<file path="src/hw/rtl/afe_pkg.sv">
`timescale 1ns / 1ps
// ----------------------------------------------------------------------------
// afe_pkg: shared constants for the Ackley function evaluator
// Fixed-point constants, widths and the cosine series divisors.
// ----------------------------------------------------------------------------
package afe_pkg;

  localparam int COORD_W   = 24;
  localparam int FRAC_BITS = 16;
  localparam int OBJ_W     = 32;
  localparam int FIT_W     = 25;

  localparam logic [31:0] ONE30     = 32'd1073741824;
  localparam logic [31:0] ONE24     = 32'd16777216;
  localparam logic [31:0] PI_Q30    = 32'd3373259426;
  localparam logic [31:0] LN2_Q30   = 32'd744261118;
  localparam logic [31:0] LOG2E_Q30 = 32'd1549082005;
  localparam logic [31:0] E_Q30     = 32'd2918732888;
  localparam logic [31:0] FIFTH_Q26 = 32'd13421773;

  // 20 + e in Q30.
  localparam logic [39:0] OBJ_BIAS  = 40'd24393569368;
  localparam logic [63:0] MS_LIM    = 64'd1 << (14 + 2 * FRAC_BITS);
  localparam int          SQ_SHIFT  = 48 - 2 * FRAC_BITS;

  localparam logic [3:0]  COS_TERMS = 4'd8;
  localparam logic [3:0]  EXP_TERMS = 4'd12;

  function automatic logic [7:0] cos_den(input logic [3:0] k);
    logic [7:0] d;
    case (k)
      4'd8:    d = 8'd240;
      4'd7:    d = 8'd182;
      4'd6:    d = 8'd132;
      4'd5:    d = 8'd90;
      4'd4:    d = 8'd56;
      4'd3:    d = 8'd30;
      4'd2:    d = 8'd12;
      default: d = 8'd2;
    endcase
    return d;
  endfunction

endpackage

</file>
<file path="src/hw/rtl/afe_in_if.sv">
`timescale 1ns / 1ps
// ----------------------------------------------------------------------------
// afe_in_if: coordinate request channel
// Valid/ready channel that carries one coordinate and its last flag.
// ----------------------------------------------------------------------------
interface afe_in_if;
  logic                                 valid;
  logic                                 ready;
  logic signed [afe_pkg::COORD_W-1:0]   coordinate;
  logic                                 last_element;

  modport source (output valid, output coordinate, output last_element, input ready);
  modport sink   (input valid, input coordinate, input last_element, output ready);
endinterface

</file>
<file path="src/hw/rtl/afe_out_if.sv">
`timescale 1ns / 1ps
// ----------------------------------------------------------------------------
// afe_out_if: result request channel
// Valid/ready channel that carries the objective and fitness of one point.
// ----------------------------------------------------------------------------
interface afe_out_if;
  logic                         valid;
  logic                         ready;
  logic [afe_pkg::OBJ_W-1:0]    objective_value;
  logic [afe_pkg::FIT_W-1:0]    fitness_value;

  modport source (output valid, output objective_value, output fitness_value, input ready);
  modport sink   (input valid, input objective_value, input fitness_value, output ready);
endinterface

</file>
<file path="src/hw/rtl/afe_mul.sv">
`timescale 1ns / 1ps
// ----------------------------------------------------------------------------
// afe_mul: bit-serial unsigned multiplier
// Shift-add multiplier that retires one multiplier bit per cycle.
// ----------------------------------------------------------------------------
module afe_mul #(
  parameter int W = 32
) (
  input  logic           clk,
  input  logic           rst,
  input  logic           start,
  input  logic [W-1:0]   a,
  input  logic [W-1:0]   b,
  output logic [2*W-1:0] p,
  output logic           done
);

  localparam int CNT_W = $clog2(W);

  logic             busy;
  logic [CNT_W-1:0] cnt;
  logic [W-1:0]     mcand;
  logic [2*W-1:0]   prod;
  logic [W:0]       sum;

  assign sum = {1'b0, prod[2*W-1:W]} + (prod[0] ? {1'b0, mcand} : {(W+1){1'b0}});
  assign p   = prod;

  always_ff @(posedge clk) begin
    if (rst) begin
      busy <= 1'b0;
      done <= 1'b0;
      cnt  <= '0;
    end else begin
      done <= 1'b0;
      if (start) begin
        busy <= 1'b1;
        cnt  <= CNT_W'(W - 1);
      end else if (busy) begin
        if (cnt == '0) begin
          busy <= 1'b0;
          done <= 1'b1;
        end
        cnt <= cnt - 1'b1;
      end
    end
  end

  always_ff @(posedge clk) begin
    if (start) begin
      mcand <= a;
      prod  <= {{W{1'b0}}, b};
    end else if (busy) begin
      prod <= {sum, prod[W-1:1]};
    end
  end

endmodule

</file>
<file path="src/hw/rtl/afe_div.sv">
`timescale 1ns / 1ps
// ----------------------------------------------------------------------------
// afe_div: bit-serial restoring divider
// Produces one quotient bit per cycle; the divisor must be nonzero.
// ----------------------------------------------------------------------------
module afe_div #(
  parameter int DW = 64,
  parameter int VW = 34
) (
  input  logic          clk,
  input  logic          rst,
  input  logic          start,
  input  logic [DW-1:0] dividend,
  input  logic [VW-1:0] divisor,
  output logic [DW-1:0] quotient,
  output logic          done
);

  localparam int CNT_W = $clog2(DW);

  logic             busy;
  logic [CNT_W-1:0] cnt;
  logic [VW-1:0]    rem;
  logic [VW-1:0]    dvs;
  logic [DW-1:0]    quo;
  logic [VW:0]      trial;
  logic             ge;

  assign trial    = {rem, quo[DW-1]};
  assign ge       = trial >= {1'b0, dvs};
  assign quotient = quo;

  always_ff @(posedge clk) begin
    if (rst) begin
      busy <= 1'b0;
      done <= 1'b0;
      cnt  <= '0;
    end else begin
      done <= 1'b0;
      if (start) begin
        busy <= 1'b1;
        cnt  <= CNT_W'(DW - 1);
      end else if (busy) begin
        if (cnt == '0) begin
          busy <= 1'b0;
          done <= 1'b1;
        end
        cnt <= cnt - 1'b1;
      end
    end
  end

  always_ff @(posedge clk) begin
    if (start) begin
      rem <= '0;
      dvs <= divisor;
      quo <= dividend;
    end else if (busy) begin
      rem <= ge ? VW'(trial - {1'b0, dvs}) : trial[VW-1:0];
      quo <= {quo[DW-2:0], ge};
    end
  end

endmodule

</file>
<file path="src/hw/rtl/afe_sqrt.sv">
`timescale 1ns / 1ps
// ----------------------------------------------------------------------------
// afe_sqrt: digit-serial integer square root
// Takes two radicand bits per cycle and yields one root bit, floor result.
// ----------------------------------------------------------------------------
module afe_sqrt #(
  parameter int W = 64
) (
  input  logic           clk,
  input  logic           rst,
  input  logic           start,
  input  logic [W-1:0]   radicand,
  output logic [W/2-1:0] root,
  output logic           done
);

  localparam int RW    = W / 2 + 1;
  localparam int CNT_W = $clog2(W / 2);

  logic             busy;
  logic [CNT_W-1:0] cnt;
  logic [W-1:0]     x;
  logic [RW-1:0]    rem;
  logic [W/2-1:0]   res;
  logic [RW+1:0]    shifted;
  logic [RW+1:0]    trial;
  logic             ge;

  assign shifted = {rem, x[W-1:W-2]};
  assign trial   = {1'b0, res, 2'b01};
  assign ge      = shifted >= trial;
  assign root    = res;

  always_ff @(posedge clk) begin
    if (rst) begin
      busy <= 1'b0;
      done <= 1'b0;
      cnt  <= '0;
    end else begin
      done <= 1'b0;
      if (start) begin
        busy <= 1'b1;
        cnt  <= CNT_W'(W / 2 - 1);
      end else if (busy) begin
        if (cnt == '0) begin
          busy <= 1'b0;
          done <= 1'b1;
        end
        cnt <= cnt - 1'b1;
      end
    end
  end

  always_ff @(posedge clk) begin
    if (start) begin
      x   <= radicand;
      rem <= '0;
      res <= '0;
    end else if (busy) begin
      x   <= {x[W-3:0], 2'b00};
      rem <= ge ? RW'(shifted - trial) : RW'(shifted);
      res <= {res[W/2-2:0], ge};
    end
  end

endmodule

</file>
<file path="src/hw/rtl/ackley_function_evaluator_core.sv">
`timescale 1ns / 1ps
// ----------------------------------------------------------------------------
// ackley_function_evaluator_core: fixed-point Ackley function evaluator
// Accumulates squares and cosines of coordinates and, on the last one or the
// MAX_DIMENSIONS-th, evaluates the Ackley value and its fitness with serial arithmetic units.
//
//   Channel   Dir  Payload                          Request moves
//   element   in   coordinate, last_element         one coordinate
//   result    out  objective_value, fitness_value   one evaluated point
//
// A coordinate takes eleven passes of the serial multiplier and eight of the
// serial divider, most of them for the cosine series.
// The last coordinate adds the final evaluation, dominated by the two 12-term
// exponential series on the same multiplier and divider.
// Reset clears the sums and the count; no clearing pass is needed.
// A pending result in the output register blocks input once the next is ready.
// ----------------------------------------------------------------------------
module ackley_function_evaluator_core #(
  parameter int MAX_DIMENSIONS = 1024
) (
  input  logic       clk,
  input  logic       rst,
  afe_in_if.sink     element,
  afe_out_if.source  result
);

  localparam int CW = $clog2(MAX_DIMENSIONS + 1);

  typedef enum logic [18:0] {
    IDLE      = 19'b1 << 0,
    C_MUL_SQ  = 19'b1 << 1,
    C_MUL_R   = 19'b1 << 2,
    C_MUL_T   = 19'b1 << 3,
    C_MUL_P   = 19'b1 << 4,
    C_DIV_P   = 19'b1 << 5,
    C_ACC     = 19'b1 << 6,
    F_DIV_MS  = 19'b1 << 7,
    F_SQRT    = 19'b1 << 8,
    F_MUL_A   = 19'b1 << 9,
    X_MUL_V   = 19'b1 << 10,
    X_MUL_U   = 19'b1 << 11,
    X_MUL_H   = 19'b1 << 12,
    X_DIV_H   = 19'b1 << 13,
    X_MUL_M   = 19'b1 << 14,
    F_DIV_CM  = 19'b1 << 15,
    F_OBJ     = 19'b1 << 16,
    F_DIV_FIT = 19'b1 << 17,
    F_OUT     = 19'b1 << 18
  } state_t;

  state_t        state;
  logic          launched;
  logic [23:0]   x_q;
  logic          fin_q;
  logic [CW-1:0] cnt;
  logic [55:0]   sq_sum;
  logic [27:0]   cs_sum;
  logic [47:0]   sqp;
  logic [31:0]   theta;
  logic [31:0]   t;
  logic [31:0]   acc;
  logic [3:0]    kk;
  logic [63:0]   tmp;
  logic [6:0]    xk;
  logic [31:0]   w;
  logic          sel;
  logic [33:0]   e1;
  logic [33:0]   e2;
  logic [32:0]   den;
  logic [24:0]   fit_q;
  logic [31:0]   obj_q;
  logic          out_valid;
  logic [31:0]   out_obj;
  logic [24:0]   out_fit;

  logic          mul_start, div_start, sqrt_start, unit_done;
  logic          mul_done, div_done, sqrt_done;
  logic [31:0]   mul_a, mul_b;
  logic [63:0]   mul_p;
  logic [63:0]   div_dvd, div_quo;
  logic [33:0]   div_dvs;
  logic [31:0]   sqrt_root;

  logic [CW-1:0] cnt_inc;
  logic [23:0]   mag;
  logic [31:0]   ph;
  logic [1:0]    quad;
  logic [30:0]   r31;
  logic [16:0]   c17;
  logic [17:0]   cos_s;
  logic [28:0]   cs_add;
  logic [56:0]   sq_add;
  logic [27:0]   cs_mag;
  logic [35:0]   cm_sh;
  logic [63:0]   ms_c;
  logic [33:0]   mm;
  logic [7:0]    shamt;
  logic [33:0]   ex_res;
  logic [39:0]   e1x20;
  logic [39:0]   v40;
  logic [39:0]   v_pos;
  logic [39:0]   obj_r;
  logic [31:0]   obj32;

  assign element.ready          = (state == IDLE);
  assign result.valid           = out_valid;
  assign result.objective_value = out_obj;
  assign result.fitness_value   = out_fit;

  assign cnt_inc = cnt + 1'b1;
  assign mag     = x_q[23] ? 24'(-x_q) : x_q;
  assign ph      = 32'({x_q[afe_pkg::FRAC_BITS-1:0], {(32 - afe_pkg::FRAC_BITS){1'b0}}});
  assign quad    = ph[31:30];
  assign r31     = quad[0] ? (31'(afe_pkg::ONE30) - {1'b0, ph[29:0]}) : {1'b0, ph[29:0]};
  assign c17     = 17'(({1'b0, acc} + 33'd8192) >> 14);
  assign cos_s   = (quad == 2'd1 || quad == 2'd2) ? 18'(-{1'b0, c17}) : {1'b0, c17};
  assign cs_add  = {cs_sum[27], cs_sum} + {{11{cos_s[17]}}, cos_s};
  assign sq_add  = {1'b0, sq_sum} + 57'(sqp);
  assign cs_mag  = cs_sum[27] ? 28'(-cs_sum) : cs_sum;
  assign cm_sh   = {div_quo[27:0], 8'b0};
  assign ms_c    = (div_quo > afe_pkg::MS_LIM) ? afe_pkg::MS_LIM : div_quo;
  assign mm      = mul_p[63:30];
  assign shamt   = {1'b0, xk} + 8'd1;
  assign ex_res  = (shamt >= 8'd63) ? 34'd0 : (mm >> shamt);
  assign e1x20   = ({6'b0, e1} << 4) + ({6'b0, e1} << 2);
  assign v40     = afe_pkg::OBJ_BIAS - e1x20 - {6'b0, e2};
  assign v_pos   = v40[39] ? 40'd0 : v40;
  assign obj_r   = (v_pos + 40'd32) >> 6;
  assign obj32   = (obj_r[39:32] != 8'd0) ? 32'hFFFF_FFFF : obj_r[31:0];

  assign mul_start  = !launched && (state inside {C_MUL_SQ, C_MUL_R, C_MUL_T, C_MUL_P,
                                                  F_MUL_A, X_MUL_V, X_MUL_U, X_MUL_H,
                                                  X_MUL_M});
  assign div_start  = !launched && (state inside {C_DIV_P, F_DIV_MS, X_DIV_H, F_DIV_CM,
                                                  F_DIV_FIT});
  assign sqrt_start = !launched && (state == F_SQRT);
  assign unit_done  = mul_done || div_done || sqrt_done;

  always_comb begin
    mul_a = '0;
    mul_b = '0;
    case (state)
      C_MUL_SQ: begin mul_a = 32'(mag);  mul_b = 32'(mag);            end
      C_MUL_R:  begin mul_a = 32'(r31);  mul_b = afe_pkg::PI_Q30;     end
      C_MUL_T:  begin mul_a = theta;     mul_b = theta;               end
      C_MUL_P:  begin mul_a = t;         mul_b = acc;                 end
      F_MUL_A:  begin mul_a = theta;     mul_b = afe_pkg::FIFTH_Q26;  end
      X_MUL_V:  begin mul_a = w;         mul_b = afe_pkg::LOG2E_Q30;  end
      X_MUL_U:  begin mul_a = theta;     mul_b = afe_pkg::LN2_Q30;    end
      X_MUL_H:  begin mul_a = acc;       mul_b = t;                   end
      X_MUL_M:  begin mul_a = acc;       mul_b = afe_pkg::E_Q30;      end
      default:  begin mul_a = '0;        mul_b = '0;                  end
    endcase
  end

  always_comb begin
    div_dvd = '0;
    div_dvs = 34'd1;
    case (state)
      C_DIV_P:   begin div_dvd = tmp;               div_dvs = 34'(afe_pkg::cos_den(kk)); end
      F_DIV_MS:  begin div_dvd = {8'b0, sq_sum};    div_dvs = 34'(cnt);                  end
      X_DIV_H:   begin div_dvd = tmp;               div_dvs = 34'(kk);                   end
      F_DIV_CM:  begin div_dvd = 64'(cs_mag);       div_dvs = 34'(cnt);                  end
      F_DIV_FIT: begin
        div_dvd = (64'd1 << 48) + 64'(den[32:1]);
        div_dvs = 34'(den);
      end
      default:   begin div_dvd = '0;                div_dvs = 34'd1;                     end
    endcase
  end

  afe_mul #(.W(32)) u_mul (
    .clk(clk), .rst(rst), .start(mul_start), .a(mul_a), .b(mul_b),
    .p(mul_p), .done(mul_done)
  );

  afe_div #(.DW(64), .VW(34)) u_div (
    .clk(clk), .rst(rst), .start(div_start), .dividend(div_dvd), .divisor(div_dvs),
    .quotient(div_quo), .done(div_done)
  );

  afe_sqrt #(.W(64)) u_sqrt (
    .clk(clk), .rst(rst), .start(sqrt_start), .radicand(tmp),
    .root(sqrt_root), .done(sqrt_done)
  );

  always_ff @(posedge clk) begin
    if (rst) begin
      state     <= IDLE;
      launched  <= 1'b0;
      out_valid <= 1'b0;
      cnt       <= '0;
      sq_sum    <= '0;
      cs_sum    <= '0;
    end else begin
      if (unit_done) begin
        launched <= 1'b0;
      end else if (mul_start || div_start || sqrt_start) begin
        launched <= 1'b1;
      end
      if (state == F_OUT && (!out_valid || result.ready)) begin
        out_valid <= 1'b1;
      end else if (out_valid && result.ready) begin
        out_valid <= 1'b0;
      end
      case (state)
        IDLE: begin
          if (element.valid) begin
            x_q   <= element.coordinate;
            cnt   <= cnt_inc;
            fin_q <= element.last_element || (cnt_inc == CW'(MAX_DIMENSIONS));
            state <= C_MUL_SQ;
          end
        end
        C_MUL_SQ: begin
          if (unit_done) begin
            sqp   <= mul_p[47:0];
            state <= C_MUL_R;
          end
        end
        C_MUL_R: begin
          if (unit_done) begin
            theta <= mul_p[62:31];
            acc   <= afe_pkg::ONE30;
            kk    <= afe_pkg::COS_TERMS;
            state <= C_MUL_T;
          end
        end
        C_MUL_T: begin
          if (unit_done) begin
            t     <= mul_p[61:30];
            state <= C_MUL_P;
          end
        end
        C_MUL_P: begin
          if (unit_done) begin
            tmp   <= {30'b0, mul_p[63:30]};
            state <= C_DIV_P;
          end
        end
        C_DIV_P: begin
          if (unit_done) begin
            acc <= (div_quo >= 64'(afe_pkg::ONE30)) ? 32'd0
                                                    : afe_pkg::ONE30 - div_quo[31:0];
            kk  <= kk - 1'b1;
            state <= (kk == 4'd1) ? C_ACC : C_MUL_P;
          end
        end
        C_ACC: begin
          sq_sum <= sq_add[56] ? {56{1'b1}} : sq_add[55:0];
          if (cs_add[28] != cs_add[27]) begin
            cs_sum <= cs_add[28] ? {1'b1, 27'b0} : {1'b0, {27{1'b1}}};
          end else begin
            cs_sum <= cs_add[27:0];
          end
          state <= fin_q ? F_DIV_MS : IDLE;
        end
        F_DIV_MS: begin
          if (unit_done) begin
            tmp   <= ms_c << afe_pkg::SQ_SHIFT;
            state <= F_SQRT;
          end
        end
        F_SQRT: begin
          if (unit_done) begin
            theta <= sqrt_root;
            state <= F_MUL_A;
          end
        end
        F_MUL_A: begin
          if (unit_done) begin
            w     <= afe_pkg::ONE24 + 32'((mul_p + (64'd1 << 25)) >> 26);
            sel   <= 1'b0;
            state <= X_MUL_V;
          end
        end
        X_MUL_V: begin
          if (unit_done) begin
            xk    <= mul_p[60:54];
            theta <= 32'(31'(afe_pkg::ONE30) - {1'b0, mul_p[53:24]});
            state <= X_MUL_U;
          end
        end
        X_MUL_U: begin
          if (unit_done) begin
            t     <= mul_p[61:30];
            acc   <= afe_pkg::ONE30;
            kk    <= afe_pkg::EXP_TERMS;
            state <= X_MUL_H;
          end
        end
        X_MUL_H: begin
          if (unit_done) begin
            tmp   <= {30'b0, mul_p[63:30]};
            state <= X_DIV_H;
          end
        end
        X_DIV_H: begin
          if (unit_done) begin
            acc   <= afe_pkg::ONE30 + div_quo[31:0];
            kk    <= kk - 1'b1;
            state <= (kk == 4'd1) ? X_MUL_M : X_MUL_H;
          end
        end
        X_MUL_M: begin
          if (unit_done) begin
            if (!sel) begin
              e1    <= ex_res;
              state <= F_DIV_CM;
            end else begin
              e2    <= ex_res;
              state <= F_OBJ;
            end
          end
        end
        F_DIV_CM: begin
          if (unit_done) begin
            w     <= cs_sum[27] ? 32'(37'(afe_pkg::ONE24) + 37'(cm_sh))
                                : 32'(37'(afe_pkg::ONE24) - 37'(cm_sh));
            sel   <= 1'b1;
            state <= X_MUL_V;
          end
        end
        F_OBJ: begin
          obj_q <= obj32;
          den   <= {1'b0, obj32} + 33'(afe_pkg::ONE24);
          state <= F_DIV_FIT;
        end
        F_DIV_FIT: begin
          if (unit_done) begin
            fit_q <= div_quo[24:0];
            state <= F_OUT;
          end
        end
        F_OUT: begin
          if (!out_valid || result.ready) begin
            out_obj   <= obj_q;
            out_fit   <= fit_q;
            cnt       <= '0;
            sq_sum    <= '0;
            cs_sum    <= '0;
            state     <= IDLE;
          end
        end
        default: state <= IDLE;
      endcase
    end
  end

endmodule

</file>
<file path="src/flat_wrapper.sv">
// flat-port wrapper written by rule: the top's interface ports become plain ports
module ackley_function_evaluator_core_flat 
#(
  parameter int MAX_DIMENSIONS = 1024
)
  (clk, rst, element_valid, element_coordinate, element_last_element, element_ready, result_valid, result_objective_value, result_fitness_value, result_ready);
  afe_in_if element_i ();
  afe_out_if result_i ();
  input  logic clk;
  input  logic rst;
  input wire logic [$bits(element_i.valid)-1:0] element_valid;
  input wire logic [$bits(element_i.coordinate)-1:0] element_coordinate;
  input wire logic [$bits(element_i.last_element)-1:0] element_last_element;
  output wire logic [$bits(element_i.ready)-1:0] element_ready;
  output wire logic [$bits(result_i.valid)-1:0] result_valid;
  output wire logic [$bits(result_i.objective_value)-1:0] result_objective_value;
  output wire logic [$bits(result_i.fitness_value)-1:0] result_fitness_value;
  input wire logic [$bits(result_i.ready)-1:0] result_ready;
  assign element_i.valid = element_valid;
  assign element_i.coordinate = element_coordinate;
  assign element_i.last_element = element_last_element;
  assign element_ready = element_i.ready;
  assign result_valid = result_i.valid;
  assign result_objective_value = result_i.objective_value;
  assign result_fitness_value = result_i.fitness_value;
  assign result_i.ready = result_ready;
  ackley_function_evaluator_core #(.MAX_DIMENSIONS(MAX_DIMENSIONS)) u_core (.clk(clk), .rst(rst), .element(element_i), .result(result_i));
endmodule
</file>
<file path="config.mk">
export PLATFORM = sky130hd
export DESIGN_NAME = ackley_function_evaluator_core_flat
export DESIGN_NICKNAME = d
export VERILOG_FILES = /design/src/hw/rtl/afe_pkg.sv /design/src/hw/rtl/afe_in_if.sv /design/src/hw/rtl/afe_out_if.sv /design/src/hw/rtl/afe_mul.sv /design/src/hw/rtl/afe_div.sv /design/src/hw/rtl/afe_sqrt.sv /design/src/hw/rtl/ackley_function_evaluator_core.sv /design/src/flat_wrapper.sv
export SDC_FILE = /design/constraint.sdc
export NUM_CORES = 2
export LEC_CHECK = 0
export BUFFER_PORTS_ARGS = -buffer_cell sky130_fd_sc_hd__buf_2
export CAP_MARGIN = 25
export CORE_UTILIZATION = 30
export DETAILED_ROUTE_END_ITERATION = 8
export SETUP_SLACK_MARGIN = 0.3
export SLEW_MARGIN = 5
export SYNTH_ARGS = -nofsm -noshare
export SYNTH_HDL_FRONTEND = slang
export SYNTH_SLANG_ARGS = --single-unit
export TNS_END_PERCENT = 20
</file>
<file path="constraint.sdc">
create_clock -name clk -period 11.15 [get_ports clk]
set_input_delay 0 -clock clk [delete_from_list [all_inputs] [get_ports clk]]
set_output_delay 0 -clock clk [all_outputs]
set_load 0.01 [all_outputs]
</file>
; Word-level counts from Yosys, hierarchy flattened
; Index checks and enable logic that the tools add are counted.
[word_totals]
regBits = 987
latch_bits = 0
mem_bits_rw = 0
mem_bits_ro = 0
out_inout_bits = 59
wordCells = 290
mem_count = 0
[classes]
add_sub_neg = 29
multipliers = 0
div = 0
magnitude_cmp = 5
eq_ne = 52
shifts = 1
n_mux = 96
bitwise = 5
n_reduce_logical = 60
[ops]
columns = op, count
row1 = two-way mux 32 bit, 14
row2 = two-way mux 64 bit, 6
row3 = one-hot mux 19 bit (18 select lines), 1
row4 = two-way mux 19 bit, 16
row5 = one-hot mux 32 bit (9 select lines), 1
row6 = one-hot mux 64 bit (4 select lines), 1
row7 = one-hot mux 32 bit (3 select lines), 2
row8 = one-hot mux 32 bit (6 select lines), 1
row9 = one-hot mux 33 bit (4 select lines), 1
row10 = one-hot mux 64 bit (2 select lines), 1
row11 = two-way mux 28 bit, 4
row12 = two-way mux 56 bit, 2
row13 = one-hot mux 56 bit (2 select lines), 1
row14 = greater-or-equal comparator 35 x 34 -> 1 bit, 2
row15 = two-way mux 34 bit, 2
row16 = adder 25 x 32 -> 32 bit (first input constant), 2
row17 = greater-or-equal comparator 64 x 31 -> 1 bit (second input constant), 1
row18 = > comparator 64 x 47 -> 1 bit (second input constant), 1
row19 = one-hot mux 32 bit (2 select lines), 1
row20 = adder 58 x 26 -> 58 bit (second input constant), 1
row21 = adder 56 x 48 -> 57 bit, 1
row22 = one-hot mux 28 bit (2 select lines), 1
row23 = one-hot mux 8 bit (7 select lines), 1
row24 = adder 49 x 32 -> 50 bit (first input constant), 1
row25 = 90 further kinds, 183

; Logic depth before layout (Yosys ltp)
[depth]
ltp_word = 8
mapped_depth = 39
ltp_nobuf = 36

; Hierarchy
; From an unflattened synthesis, not the netlist that was laid out.
[hier_totals]
hier_cells = 6043
area_unflattened_um2 = 59454.5
[by_module_without_submodules]
columns = mod, instances, cells_per_inst, area_per_inst_um2
row1 = ackley_function_evaluator_core, 1, 4037, 38499.4
row2 = afe_sqrt, 1, 791, 7817.5
row3 = afe_div, 1, 685, 7531.0
row4 = afe_mul, 1, 530, 5606.6

; Worst setup path before layout
; Ideal clock, no wire load.
[synth_path]
path_type = register -> register
from = register u_core.e1[3]
to = register u_core.den[30] (data pin)
setup_ns = 0.267
arrival_ns = 7.630
required_time_ns = 10.883
path_slack_ns = 3.253
path_stages_with_launch = 38
n_path_buf = 3
cell_sequence = edfxtp_1 ha_1 o21ai_1 o21a_1 or4_1 and2_1 nor2_1 nor2_1 o21bai_1 a21oi_1 xnor2_1 ha_1 inv_1 ha_1 nand2_1 a21oi_1 o21ai_0 o31ai_1 (+2 left out) a31oi_2 a221oi_2 clkbuf_1 buf_2 nor3_1 ha_1 nand4_1 nor4b_1 nand4_1 o41ai_1 mux2i_2 buf_2 o21ai_1 ha_1 inv_1 or4b_4 o22ai_1 a31oi_1
[synth_between]
elab_chain_cells = 8
[synth_rtl]
columns = item, line_no
row1 = start: declaration, ackley_function_evaluator_core.sv:67  ; logic [33:0] e1;
row2 = start signal: assignment, ackley_function_evaluator_core.sv:308  ; e1 <= ex_res;
row3 = adder 38 x 36 -> 39 bit (*), ackley_function_evaluator_core.sv:125  ; assign e1x20 = ({6'b0, e1} << 4) + ({6'b0, e1} << 2);
row4 = subtractor 35 x 40 -> 40 bit (*), ackley_function_evaluator_core.sv:126  ; assign v40 = afe_pkg::OBJ_BIAS - e1x20 - {6'b0, e2};
row5 = subtractor 40 x 34 -> 40 bit (*), ackley_function_evaluator_core.sv:126
row6 = two-way mux 39 bit (*), ackley_function_evaluator_core.sv:127  ; assign v_pos = v40[39] ? 40'd0 : v40;
row7 = adder 40 x 6 -> 40 bit (*), ackley_function_evaluator_core.sv:128  ; assign obj_r = (v_pos + 40'd32) >> 6;
row8 = nonzero test 8 bit, ackley_function_evaluator_core.sv:129  ; assign obj32 = (obj_r[39:32] != 8'd0) ? 32'hFFFF_FFFF : obj_r[31:0];
row9 = two-way mux 32 bit (*), ackley_function_evaluator_core.sv:129
row10 = net u_core.obj32[25], ackley_function_evaluator_core.sv:103  ; logic [31:0] obj32;
row11 = adder 32 x 25 -> 33 bit (*), ackley_function_evaluator_core.sv:326  ; den <= {1'b0, obj32} + 33'(afe_pkg::ONE24);
row12 = end signal: assignment, ackley_function_evaluator_core.sv:326
row13 = end: declaration, ackley_function_evaluator_core.sv:69  ; logic [32:0] den;
; Mark *: on every way through the listed nets, which the timed path passes. The rest lies on a longest branch.
; A chain may end at the register's enable or synchronous reset.

; Worst setup path in the final report
[layout_path]
from = register u_core.e1[2]
to = register u_core.den[30] (data pin)
; The elaborated chain is that of the path after synthesis.

==> results.ini <==
[floorplan]
io_pins=88
core_sq_mm=0.192
start_util=0.302
die_area_sq_mm=0.195
die_x_microns=442
rows=161
die_h_microns=442

[synthesis]
synth_area_sq_mm=0.0580
netlist_instances=6004
syn_area_per_cell_sq_um=9.66
synth-compound-area-share=0.187
ys_seq_elements=960
synth_top_family_by_area=compound AO/OA/AOI/OAI gates
synth.area.mux_share=0.0348
ys_types=113
synth-edff-count=691
syn_nets=6342
synth_xor_area_frac=0.0607
yosys.area_share.simple=0.162
synth_adder_area_share=0.0673
ys_async_sr_fraction=0
ys_warn_count=0
ys.flop_type=edfxtp_1
synth-seq-area-share=0.451

[min_path]
holdCritPathClass=input pin to flop

[detailed_routing]
ant_nets=0
via_per_inst=5.58
vias=48300
first_pass_iters=8
drt_wl_total_microns=204000
drt_first_iter_violations=5881
wire_per_inst_microns=23.5
drc=0

[grt]
grt_util_met1=0.265
grt_max_degree=82
met3_usage=0.0352
use_met2=0.325
overflow=0
busiest_layer=met2
antenna_found_initial=17
grt_pass1_vias=45500
grt_use_total=0.202
grt_pass1_wl_microns=300000

[critical_path]
crit_type=flop to flop
crit_fanout=35
critPathArrivalTime_ns=9.60
worstSetupStartpointType=flop
critical-path-slowest-cell=or4b_4
slowest_delay_ns=0.55
cp.required_ns=11.62
cpMostUsedCell=ha_1
end_kind=flop

[clocking]
cts_buffer_depth=3
clk_pin_slew_worst_paths_ns=0.06
cts_tree=yes
cts_num_sinks=960
clock_latency_ns=0.75
htree_levels=3
post-cts-setup-buffers=0
cts_root_buf=clkbuf_16
cts_buffers=106

[sta]
whs_ns=0.0326
period_minus_slack_ns=9.13
timing.fmax_mhz=110
grt_setup_unrepaired=no
setup_tns_ns=0
relSlewSlack=0.204
drv_slew=0
setup_viol=0
tightest_slew_ns=1.19
skew_ns=0.0381
fin_crit_sh=0.819
finalHoldViolations=0

[layout]
fin_nets=6371
stdcell_count=8656
area_growth_syn_to_layout_pct=13.2
fin_util=0.342
final_layout_size_suffix_gt1_frac=0.0860

[pwr]
powerDensity_mw_per_mm2=155
ir_drop_uv=133
power_w=0.0102
p_leak_nw=25.6

[status]
status=finished clean

[placement]
portBuffers=87
gp_congestion=0.974
dp_hpwl_microns=148000
dp_cells=8396

[run]
drv_cap=0

## metal layers
metal / part of all wire / routed length [microns] / vias up
li1: - / - / 22200
met1: 0.41 / 84100 / 23500
met2: 0.46 / 93000 / 2187
met3: 0.085 / 17300 / 412
met4: 0.045 / 9110 / 8
met5: 0.00022 / 44 / -
## cell type report
| type | instances | area [sq um] |
|---|---|---|
| Clock buffer | 126 | 2790 |
| Multi-Input combinational cell | 4458 | 29900 |
| Clock inverter | 75 | 852 |
| Sequential cell | 960 | 26100 |
| Antenna cell | 4 | 10.0 |
| Inverter | 251 | 942 |
| Tap cell | 2526 | 3160 |
| Fill cell | 19300 | 127000 |
| Timing Repair Buffer | 256 | 1950 |
## report_power, final
| part | internal, W | switching, W |
|---|---|---|
| clock network | 0.00216 | 0.00158 |
| registers | 0.00408 | 0.000219 |
| logic | 0.000787 | 0.00138 |
## path summary, 6_finish.rpt
| path | slack, ns | startpoint | to | cells after the start |
|---|---|---|---|---|
| max | 2.02 | u_core.e1[2] | u_core.den[30] | 37 |
| max reg2reg | 2.02 | u_core.e1[2] | u_core.den[30] | 37 |
| min reg2reg | 0.42 | u_core.fit_q[0] | u_core.result.fitness_value[0] | 0 |
| min | 0.03 | element_coordinate[9] | u_core.x_q[9] | 2 |
## what timing repair did
action	in CTS	in global routing
hold buffers	50	0
endpoints found under the hold margin	64	0
gates resized for setup	0	0
## placed cells by master, fill, tap and decap left out, drive strengths merged, types with 109 or more instances in the layout
master and n:
edfxtp 691, nand2 666, nor2 445, o21ai 416
a21oi 393, ha 304, dfxtp 269, inv 255
xnor2 233, buf 205, xor2 169, a21o 142
mux2i 136, and2 134, clkbuf 127, nand3 115
nor3 109
## metrics by stage
stage               setup WS, ns  instance area [sq um]
floorplan                   3.25                  58000
global placement            2.46                  61400
detailed placement          2.12                  61400
CTS                         2.07                  65600
global route                1.21                  65700
finish                      2.02                  65700
## registers in the layout, indices dropped and copies added (netlist names), 19 cells and up
register,count
u_core.u_mul.mcand,32
u_core.cs_sum,28
u_core.sq_sum,56
u_core.u_div.dvs,33
u_core.u_mul.p,64
u_core.sqp,48
u_core.e2,33
u_core.e1,33
u_core.fit_q,25
u_core.result.objective_value,32
u_core.w,32
u_core.tmp,64
u_core.t,32
u_core.u_sqrt.root,32
u_core.u_div.rem,34
u_core.theta,32
u_core.acc,32
u_core.x_q,24
u_core.u_sqrt.x,64
u_core.state,19
u_core.obj_q,32
u_core.u_div.quotient,64
u_core.u_sqrt.rem,33
u_core.result.fitness_value,25
## synth_stat cells (all sizes together), types with 59 or more instances
| cell type | n | share of area |
|---|---|---|
| a21o | 142 | 0.018 |
| ha | 304 | 0.066 |
| nand3 | 115 | 0.0099 |
| nor3 | 109 | 0.0096 |
| a22oi | 65 | 0.0084 |
| nand2 | 666 | 0.043 |
| or3 | 65 | 0.0071 |
| a221o | 65 | 0.011 |
| nor2 | 445 | 0.029 |
| nand2b | 59 | 0.0064 |
| xor2 | 169 | 0.026 |
| clkbuf | 294 | 0.019 |
| xnor2 | 233 | 0.035 |
| and2 | 134 | 0.014 |
| mux2i | 136 | 0.024 |
| dfxtp | 269 | 0.093 |
| o21ai | 416 | 0.036 |
| a21oi | 393 | 0.034 |
| inv | 247 | 0.016 |
| edfxtp | 691 | 0.36 |
| a211oi | 68 | 0.0089 |
## cells by family after synthesis
family	count (synthesis)
and+or+nand+nor	1939
muxes	175
DFF	960
buffers and inverters	586
other	1
AOI/OAI and AO/OA	1632
adders and majority gates	309
xor gates and xnor gates	402
## critical path: cells and delay by family (launching register included)
kind / cells / cell delay (ns)
XOR/XNOR: 1 / 0.14
AND/OR/NAND/NOR: 9 / 2.10
adder cells (fa/ha/maj): 6 / 1.65
AO/OA/AOI/OAI: 16 / 3.69
buffers and inverters: 4 / 0.71
flip-flops: 1 / 0.40
multiplexers: 1 / 0.12
No activity file was read; power rests on OpenSTA's default activity.
